[src/hdl/fscc_pkg.sv]
// ----------------------------------------------------------------------------
// fscc_pkg
// Types and constants shared by the frame sequence continuity checker.
// ----------------------------------------------------------------------------
package fscc_pkg;

    // input item kinds
    localparam logic [1:0] KIND_FRAME  = 2'd0;
    localparam logic [1:0] KIND_ABSENT = 2'd1;
    localparam logic [1:0] KIND_FINISH = 2'd2;

    // result kinds
    localparam logic REPORT_FRAME   = 1'b0;
    localparam logic REPORT_SUMMARY = 1'b1;

    // configuration register indexes
    localparam logic [1:0] CFG_META_TYPE  = 2'd0;
    localparam logic [1:0] CFG_FRAME_TYPE = 2'd1;
    localparam logic [1:0] CFG_ITEM_SIZE  = 2'd2;

    // configuration reset values
    localparam logic [7:0]  META_TYPE_RESET  = 8'd8;
    localparam logic [15:0] FRAME_TYPE_RESET = 16'd1;
    localparam logic [7:0]  ITEM_SIZE_RESET  = 8'd4;

    // channel status codes
    typedef enum logic [1:0] {
        ST_PASS       = 2'd0,
        ST_BROKEN     = 2'd1,
        ST_INCOMPLETE = 2'd2,
        ST_MISSING    = 2'd3
    } status_t;

    // sequencer states
    typedef enum logic [2:0] {
        S_IDLE,
        S_FRAME,
        S_P1,
        S_P2A,
        S_P2B,
        S_P3A,
        S_P3B
    } state_t;

    // one channel table entry
    typedef struct packed {
        logic [31:0]        frame_count;
        logic signed [31:0] start_id;
        logic signed [31:0] end_id;
        logic               good;
        logic               cont;
        logic               complete;
        status_t            status;
    } channel_entry_t;

    localparam int ENTRY_W = $bits(channel_entry_t);

    localparam channel_entry_t ENTRY_RESET = '{
        frame_count: 32'd0,
        start_id:    -32'sd1,
        end_id:      -32'sd1,
        good:        1'b1,
        cont:        1'b1,
        complete:    1'b1,
        status:      ST_PASS
    };

    // one input item
    typedef struct packed {
        logic [1:0]  kind;
        logic [5:0]  channel;
        logic [7:0]  meta_type;
        logic [15:0] frame_type;
        logic [7:0]  item_size;
        logic [30:0] event_id;
    } item_t;

    // expected header values
    typedef struct packed {
        logic [7:0]  meta_type;
        logic [15:0] frame_type;
        logic [7:0]  item_size;
    } cfg_t;

    // shared unit operands and results
    typedef struct packed {
        logic signed [31:0] a;
        logic signed [31:0] b;
        logic signed [31:0] c;
    } alu_req_t;

    typedef struct packed {
        logic signed [31:0] sum;
        logic               lt;
        logic               eq;
    } alu_rsp_t;

    // one result item
    typedef struct packed {
        logic               report_kind;
        logic [5:0]         channel_index;
        status_t            status;
        logic [31:0]        frame_count;
        logic signed [31:0] start_event;
        logic signed [31:0] end_event;
        logic               good_flag;
        logic               continuous_flag;
        logic               complete_flag;
        logic signed [31:0] gap_low;
        logic signed [31:0] gap_high;
        logic               last;
    } result_t;

endpackage

[src/hdl/fscc_seq.sv]
// ----------------------------------------------------------------------------
// fscc_seq
// Sequencer: per-channel read-modify-write for frame and absence items and the
// three finish walks over the channel table, driving the shared add and compare unit.
// ----------------------------------------------------------------------------
module fscc_seq
    import fscc_pkg::*;
#(
    parameter int CHANNELS = 42,
    localparam int IDX_W = (CHANNELS > 1) ? $clog2(CHANNELS) : 1
) (
    input  logic               aclk,
    input  logic               aresetn,
    input  logic               s_valid,
    output logic               s_ready,
    input  item_t              s_item,
    input  cfg_t               cfg,
    output logic [IDX_W-1:0]   ram_raddr,
    input  logic [ENTRY_W-1:0] ram_rdata,
    output logic               ram_we,
    output logic [IDX_W-1:0]   ram_waddr,
    output logic [ENTRY_W-1:0] ram_wdata,
    output alu_req_t           alu_req,
    input  alu_rsp_t           alu_rsp,
    input  logic               out_free,
    output logic               emit_valid,
    output result_t            emit_data
);

    localparam logic [IDX_W-1:0] LAST_IDX = IDX_W'(CHANNELS - 1);
    localparam logic [6:0]       CH_LIMIT = 7'(CHANNELS);

    state_t               state_reg, state_next;
    logic [IDX_W-1:0]     addr_reg, addr_next, adv_addr;
    logic                 rvalid_reg;
    logic [CHANNELS-1:0]  valid_reg;
    logic [CHANNELS-1:0]  start_flag_reg;
    logic                 end_flag_reg, end_flag_next;
    logic signed [31:0]   ref_s_reg, ref_s_next;
    logic signed [31:0]   ref_e_reg, ref_e_next;
    item_t                item_reg;

    channel_entry_t       entry, upd;
    logic                 in_range, is_last, hdr_ok, need_emit;
    logic                 sflag_set, sflags_clear;
    logic                 report_kind, last_flag;
    logic signed [31:0]   gap_low, gap_high;

    // table entry as seen: unwritten entries read as their reset value
    assign entry    = rvalid_reg ? channel_entry_t'(ram_rdata) : ENTRY_RESET;
    assign in_range = {1'b0, s_item.channel} < CH_LIMIT;
    assign is_last  = (addr_reg == LAST_IDX);
    assign adv_addr = is_last ? '0 : addr_reg + IDX_W'(1);
    assign hdr_ok   = (item_reg.meta_type == cfg.meta_type) &&
                      (item_reg.frame_type == cfg.frame_type) &&
                      (item_reg.item_size == cfg.item_size);

    assign ram_raddr = addr_next;
    assign ram_waddr = addr_reg;
    assign ram_wdata = ENTRY_W'(upd);

    // next state
    always_comb begin
        state_next = state_reg;
        unique case (state_reg)
            S_IDLE: begin
                if (s_valid) begin
                    if (s_item.kind == KIND_FINISH) begin
                        state_next = S_P1;
                    end else if (in_range && (s_item.kind == KIND_FRAME ||
                                              s_item.kind == KIND_ABSENT)) begin
                        state_next = S_FRAME;
                    end
                end
            end
            S_FRAME: begin
                if (!need_emit || out_free) begin
                    state_next = S_IDLE;
                end
            end
            S_P1: begin
                if (is_last) begin
                    state_next = S_P2A;
                end
            end
            S_P2A: state_next = S_P2B;
            S_P2B: state_next = is_last ? S_P3A : S_P2A;
            S_P3A: state_next = S_P3B;
            S_P3B: begin
                if (out_free) begin
                    state_next = is_last ? S_IDLE : S_P3A;
                end
            end
            default: state_next = S_IDLE;
        endcase
    end

    // datapath control and outputs
    always_comb begin
        s_ready       = 1'b0;
        ram_we        = 1'b0;
        upd           = entry;
        alu_req       = '0;
        need_emit     = 1'b0;
        emit_valid    = 1'b0;
        gap_low       = 32'sd0;
        gap_high      = -32'sd1;
        report_kind   = REPORT_FRAME;
        last_flag     = 1'b1;
        addr_next     = addr_reg;
        ref_s_next    = ref_s_reg;
        ref_e_next    = ref_e_reg;
        end_flag_next = end_flag_reg;
        sflag_set     = 1'b0;
        sflags_clear  = 1'b0;
        unique case (state_reg)
            S_IDLE: begin
                s_ready   = 1'b1;
                addr_next = in_range ? s_item.channel[IDX_W-1:0] : '0;
                if (s_valid && s_item.kind == KIND_FINISH) begin
                    addr_next    = '0;
                    sflags_clear = 1'b1;
                end
            end
            S_FRAME: begin
                // prev + 1 == id
                alu_req.a = entry.end_id;
                alu_req.b = 32'sd1;
                alu_req.c = $signed({1'b0, item_reg.event_id});
                if (item_reg.kind == KIND_ABSENT) begin
                    upd.status = ST_BROKEN;
                    ram_we     = 1'b1;
                end else if (entry.status != ST_BROKEN) begin
                    if (!hdr_ok) begin
                        upd.good   = 1'b0;
                        upd.status = ST_BROKEN;
                        need_emit  = 1'b1;
                    end else begin
                        upd.frame_count = (entry.frame_count == '1) ?
                                          entry.frame_count : entry.frame_count + 32'd1;
                        upd.end_id = $signed({1'b0, item_reg.event_id});
                        if (entry.start_id == -32'sd1) begin
                            upd.start_id = $signed({1'b0, item_reg.event_id});
                        end else if (!alu_rsp.eq) begin
                            upd.cont   = 1'b0;
                            upd.status = ST_MISSING;
                            need_emit  = 1'b1;
                            gap_low    = entry.end_id;
                            gap_high   = entry.end_id;
                        end
                    end
                    ram_we     = !need_emit || out_free;
                    emit_valid = need_emit && out_free;
                end
            end
            S_P1: begin
                // minimum start over passing channels, seeded from channel 0
                alu_req.a = entry.start_id;
                alu_req.c = ref_s_reg;
                if (addr_reg == '0) begin
                    ref_s_next = entry.start_id;
                end else if (entry.status == ST_PASS && alu_rsp.lt) begin
                    ref_s_next = entry.start_id;
                end
                addr_next = adv_addr;
            end
            S_P2A: begin
                // start above reference on a passing channel
                alu_req.a = ref_s_reg;
                alu_req.c = entry.start_id;
                sflag_set = (entry.status == ST_PASS) && alu_rsp.lt;
            end
            S_P2B: begin
                // mark start mismatch, maximum end over channels still passing
                alu_req.a = ref_e_reg;
                alu_req.c = entry.end_id;
                if (start_flag_reg[addr_reg]) begin
                    upd.complete = 1'b0;
                    upd.status   = ST_INCOMPLETE;
                    ram_we       = 1'b1;
                end
                if (addr_reg == '0) begin
                    ref_e_next = entry.end_id;
                end else if (entry.status == ST_PASS && !start_flag_reg[addr_reg] &&
                             alu_rsp.lt) begin
                    ref_e_next = entry.end_id;
                end
                addr_next = adv_addr;
            end
            S_P3A: begin
                // end falls short of reference
                alu_req.a     = entry.end_id;
                alu_req.c     = ref_e_reg;
                end_flag_next = (entry.status == ST_PASS) && alu_rsp.lt;
            end
            S_P3B: begin
                // gap range and channel summary
                report_kind = REPORT_SUMMARY;
                last_flag   = is_last;
                if (start_flag_reg[addr_reg]) begin
                    alu_req.a = entry.start_id;
                    alu_req.b = -32'sd1;
                    gap_low   = ref_s_reg;
                    gap_high  = alu_rsp.sum;
                end else if (end_flag_reg) begin
                    alu_req.a    = entry.end_id;
                    alu_req.b    = 32'sd1;
                    gap_low      = alu_rsp.sum;
                    gap_high     = ref_e_reg;
                    upd.complete = 1'b0;
                    upd.status   = ST_INCOMPLETE;
                    ram_we       = out_free;
                end
                emit_valid = out_free;
                if (out_free) begin
                    addr_next = adv_addr;
                end
            end
            default: begin
                addr_next = addr_reg;
            end
        endcase
    end

    assign emit_data = '{
        report_kind:     report_kind,
        channel_index:   6'(addr_reg),
        status:          upd.status,
        frame_count:     upd.frame_count,
        start_event:     upd.start_id,
        end_event:       upd.end_id,
        good_flag:       upd.good,
        continuous_flag: upd.cont,
        complete_flag:   upd.complete,
        gap_low:         gap_low,
        gap_high:        gap_high,
        last:            last_flag
    };

    // control registers
    always_ff @(posedge aclk) begin
        if (!aresetn) begin
            state_reg      <= S_IDLE;
            addr_reg       <= '0;
            rvalid_reg     <= 1'b0;
            valid_reg      <= '0;
            start_flag_reg <= '0;
            end_flag_reg   <= 1'b0;
        end else begin
            state_reg    <= state_next;
            addr_reg     <= addr_next;
            rvalid_reg   <= valid_reg[addr_next];
            end_flag_reg <= end_flag_next;
            if (ram_we) begin
                valid_reg[ram_waddr] <= 1'b1;
            end
            if (sflags_clear) begin
                start_flag_reg <= '0;
            end else if (sflag_set) begin
                start_flag_reg[addr_reg] <= 1'b1;
            end
        end
    end

    // payload registers
    always_ff @(posedge aclk) begin
        ref_s_reg <= ref_s_next;
        ref_e_reg <= ref_e_next;
        if (s_valid && s_ready) begin
            item_reg <= s_item;
        end
    end

`ifndef SYNTHESIS
    a_emit_free: assert property (@(posedge aclk) disable iff (!aresetn)
        emit_valid |-> out_free)
        else $error("result emitted into a full output slot");

    a_no_write_idle: assert property (@(posedge aclk) disable iff (!aresetn)
        s_ready |-> !ram_we)
        else $error("table written while waiting for an item");

    a_finish_start: assert property (@(posedge aclk) disable iff (!aresetn)
        (s_valid && s_ready && s_item.kind == KIND_FINISH)
        |=> (state_reg == S_P1 && addr_reg == '0))
        else $error("finish walk did not start at channel 0");

    a_flags_excl: assert property (@(posedge aclk) disable iff (!aresetn)
        (state_reg == S_P3B && start_flag_reg[addr_reg]) |-> !end_flag_reg)
        else $error("channel flagged on both start and end");

    a_last_summary: assert property (@(posedge aclk) disable iff (!aresetn)
        (emit_valid && emit_data.report_kind == REPORT_SUMMARY && emit_data.last)
        |=> (state_reg == S_IDLE))
        else $error("sequencer busy after final summary");
`endif

endmodule

[config.mk]
export PLATFORM = sky130hd
export DESIGN_NAME = fscc_seq
export DESIGN_NICKNAME = d
export VERILOG_FILES = /design/src/hdl/fscc_pkg.sv /design/src/hdl/fscc_seq.sv
export SDC_FILE = /design/constraint.sdc
export NUM_CORES = 1
export LEC_CHECK = 0
export BUFFER_PORTS_ARGS = -buffer_cell sky130_fd_sc_hd__buf_2
export CAP_MARGIN = 30
export CORE_AREA = 2 2 243 245
export CTS_CLUSTER_SIZE = 10
export DETAILED_ROUTE_END_ITERATION = 7
export DIE_AREA = 0 0 245 247
export PLACE_DENSITY = 0.53
export SLEW_MARGIN = 15
export SYNTH_ARGS = -nofsm -noshare
export SYNTH_HDL_FRONTEND = slang
export SYNTH_SLANG_ARGS = --single-unit
[constraint.sdc]
create_clock -name aclk -period 6.7 [get_ports aclk]
set_input_delay 1.34 -clock aclk [delete_from_list [all_inputs] [get_ports aclk]]
set_output_delay 1.34 -clock aclk [all_outputs]
set_load 0.02 [all_outputs]
==> flow_metrics.env <==
export IMPL_yosys_warnings=0
export IMPL_vias=16600
export IMPL_grt_setup_unrepaired="no"
export IMPL_fin_nets=2570
export IMPL_drtAntennaViolNets=0
export IMPL_reg2regPathDepth=9
export IMPL_relSlewSlack_pct=37.0
export IMPL_area_growth_pct=26.0
export IMPL_worstPathArrival_ps=4730
export IMPL_powerDensity_nw_per_um2=239
export IMPL_async_reset_ff_share_pct=0
export IMPL_drt_iter0_drc=1873
export IMPL_hold_viol_final=0
export IMPL_largest_reg_flops=65
export IMPL_die_x_um=245
export IMPL_status="complete, but fails checks"
export IMPL_syn_inst=1901
export IMPL_ys_flop_type="edfxtp_1"
export IMPL_synth_fp_nets=2147
export IMPL_syn_area_um2=15300
export IMPL_power_mw=4.62
export IMPL_cp_startpoint="cfg[23]"
export IMPL_design_core_area_um2=58200
export IMPL_required_ps=5360
export IMPL_wirelength_um=75300
export IMPL_crit_path_end_kind="output pin"
export IMPL_worstMarginPinSlew_ps=943
export IMPL_cp_max_fo=8
export IMPL_grt_max_degree=60
export IMPL_die_y_um=247
export IMPL_hold_class="reg2reg"
export IMPL_synth_seq_cells=224
export IMPL_die_area_um2=60500
export IMPL_numCtsBuffers=30
export IMPL_setup_viol_count_final=0
export IMPL_start_util_pct=26.3
export IMPL_cts_setup_buffers=0
export IMPL_ctsLongestPathBuffers=3
export IMPL_yosysUniqueCellTypes=76
export IMPL_ir_drop_mv=0.199
export IMPL_clkTransAtPathRegs_ps=60
export IMPL_dp_cells=3063
export IMPL_avgRoutedWirePerCell_um=24.1
export IMPL_worstReg2RegEnd="rvalid_reg"
export IMPL_worstSetupPathType="in2out"
export IMPL_port_buffers=626
export IMPL_worstSkewPairLatency_ps=610
export IMPL_crit_end="emit_data[163]"
export IMPL_first_pass_iters=8
export IMPL_gp_congestion=0.931
export IMPL_cap_violations=0
export IMPL_synth_top_area_share_pct=25.3
export IMPL_avgSynthCellArea_um2=8.07
export IMPL_fin_crit_ps=6070
export IMPL_vias_per_cell=5.31
export IMPL_start_kind="primary input"
export IMPL_grt_total_usage_pct=23.5
export IMPL_antenna_found_initial=13
export IMPL_n_fill_cell=6230
export IMPL_grt_overflow=0
export IMPL_post_route_cells_drive_above_1_share_pct=34.3
export IMPL_finalCritPeriodShare_pct=90.6
export IMPL_timing_fmax_mhz=165
export IMPL_maxSlewViolCount=0
export IMPL_ys_top_cells_by_area="edfxtp_1, dfxtp_1, nor2_1, buf_4, a21oi_1"
export IMPL_cts_tree="done"
export IMPL_clock_sinks=224
export IMPL_dp_final_hpwl_um=55100
export IMPL_rows=89
export IMPL_setup_tns_ps=0
export IMPL_hold_ws_ps=446
export IMPL_cts_repair_resized=0
export IMPL_ioPinCount=627
export IMPL_r2r_start="state_reg[1]"
export IMPL_ctsHtreeMaxLevel=1
export IMPL_synth_edff_count=129
export IMPL_root_buffer="clkbuf_16"
export IMPL_drc=4
export IMPL_yosys_area_top_type="edfxtp_1"
export IMPL_instances_no_fill=3127
export IMPL_cellLeakagePower_nw=8.18
export IMPL_r2r_slack_ps=2670
export IMPL_hold_buffers=0
export IMPL_final_util_pct=33.2
export IMPL_grt_pass1_wl_um=106000
export IMPL_grt_pass1_vias=15800
export IMPL_finalClockSkew_ps=51.7
export IMPL_ys_seq_area_share_pct=37.7
export IMPL_min_from="valid_reg[38]"
export IMPL_violations="DRC"
## kinds of logic after synthesis
| logic type | synth area share (%) |
|---|---|
| AO/OA/AOI/OAI | 20.2 |
| XOR/XNOR | 3.31 |
| adder cells (fa/ha/maj) | 0.326 |
| buffers and inverters | 12.9 |
| flip-flops | 37.7 |
| multiplexers | 5.11 |
| AND/OR/NAND/NOR | 20.5 |
## where the power goes
part	internal, mW	switching, mW
clock	0.929	0.646
combinational	0.431	1.01
sequential	1.53	0.0677
total	2.89	1.72
## synthesized netlist by cell type, types with 36 or more instances
| master | count |
|---|---|
| nor2_1 | 318 |
| buf_4 | 140 |
| a21oi_1 | 133 |
| edfxtp_1 | 129 |
| o21ai_0 | 124 |
| clkbuf_1 | 111 |
| nand2_1 | 111 |
| dfxtp_1 | 95 |
| inv_1 | 86 |
| o22ai_1 | 64 |
| a22oi_1 | 63 |
| nand3_1 | 57 |
| xor2_1 | 45 |
| mux2_2 | 38 |
| and3_1 | 36 |
## layer usage
layer	track usage, %	routed length [µm]
met2	38.4	35100
met5	0	39
met3	5.14	6890
met4	10.9	3430
met1	29.6	29900
## cells in the final DEF, fill, tap and decap left out, types with 11 or more instances in the layout
| cell type | count |
|---|---|
| xor2_1 | 45 |
| xnor2_1 | 13 |
| o21ai_0 | 124 |
| mux2_2 | 38 |
| and3_1 | 35 |
| nor2_1 | 316 |
| buf_2 | 628 |
| clkbuf_16 | 30 |
| edfxtp_1 | 129 |
| diode_2 | 11 |
| nor4_1 | 18 |
| a22oi_1 | 63 |
| nand4_1 | 20 |
| buf_4 | 47 |
| nand3_1 | 56 |
| inv_1 | 84 |
| dfxtp_1 | 91 |
| and2_1 | 16 |
| o22ai_1 | 64 |
| nand2_1 | 108 |
| nand2b_1 | 29 |
| mux2i_1 | 31 |
| a222oi_1 | 34 |
| nor3_1 | 20 |
| a21oi_1 | 132 |
## worst max-delay path, stage by stage
cell	delay, ps
buf_2	100
xor2_1	150
nor4_1	590
nand4_1	600
nor3b_2	350
buf_4	230
nand3_1	250
or3_1	420
nor4_1	310
xnor2_1	180
buf_2	200
## stage by stage
stage	setup slack [ps]	area (µm²)
after global routing	398	19300
final	629	19300
after detailed placement	629	18300
after floorplan	1250	15300
after global placement	619	18300
after CTS	623	19300
## cell type report
cell class                 count  area (µm²)  share of cell area (%)
inverter                      90         339                    1.75
multi-input combinational   1298        7660                    39.6
tap                          773         967                    5.00
timing repair buffer         680        3600                    18.6
antenna                       11        27.5                   0.142
clock inverter                 8        85.1                   0.440
clock buffer                  43         870                    4.50
sequential                   224        5780                    29.9
## worst min path at each step
stage | endpoint | slack, ps | cells past startpoint
floorplan | valid_reg[37] | 420 | 2
global placement | valid_reg[38] | 430 | 2
detailed placement | valid_reg[38] | 440 | 2
CTS | valid_reg[38] | 450 | 2
global route | valid_reg[8] | 470 | 2
finish | valid_reg[38] | 450 | 2
No activity file was read; power rests on OpenSTA's default activity.
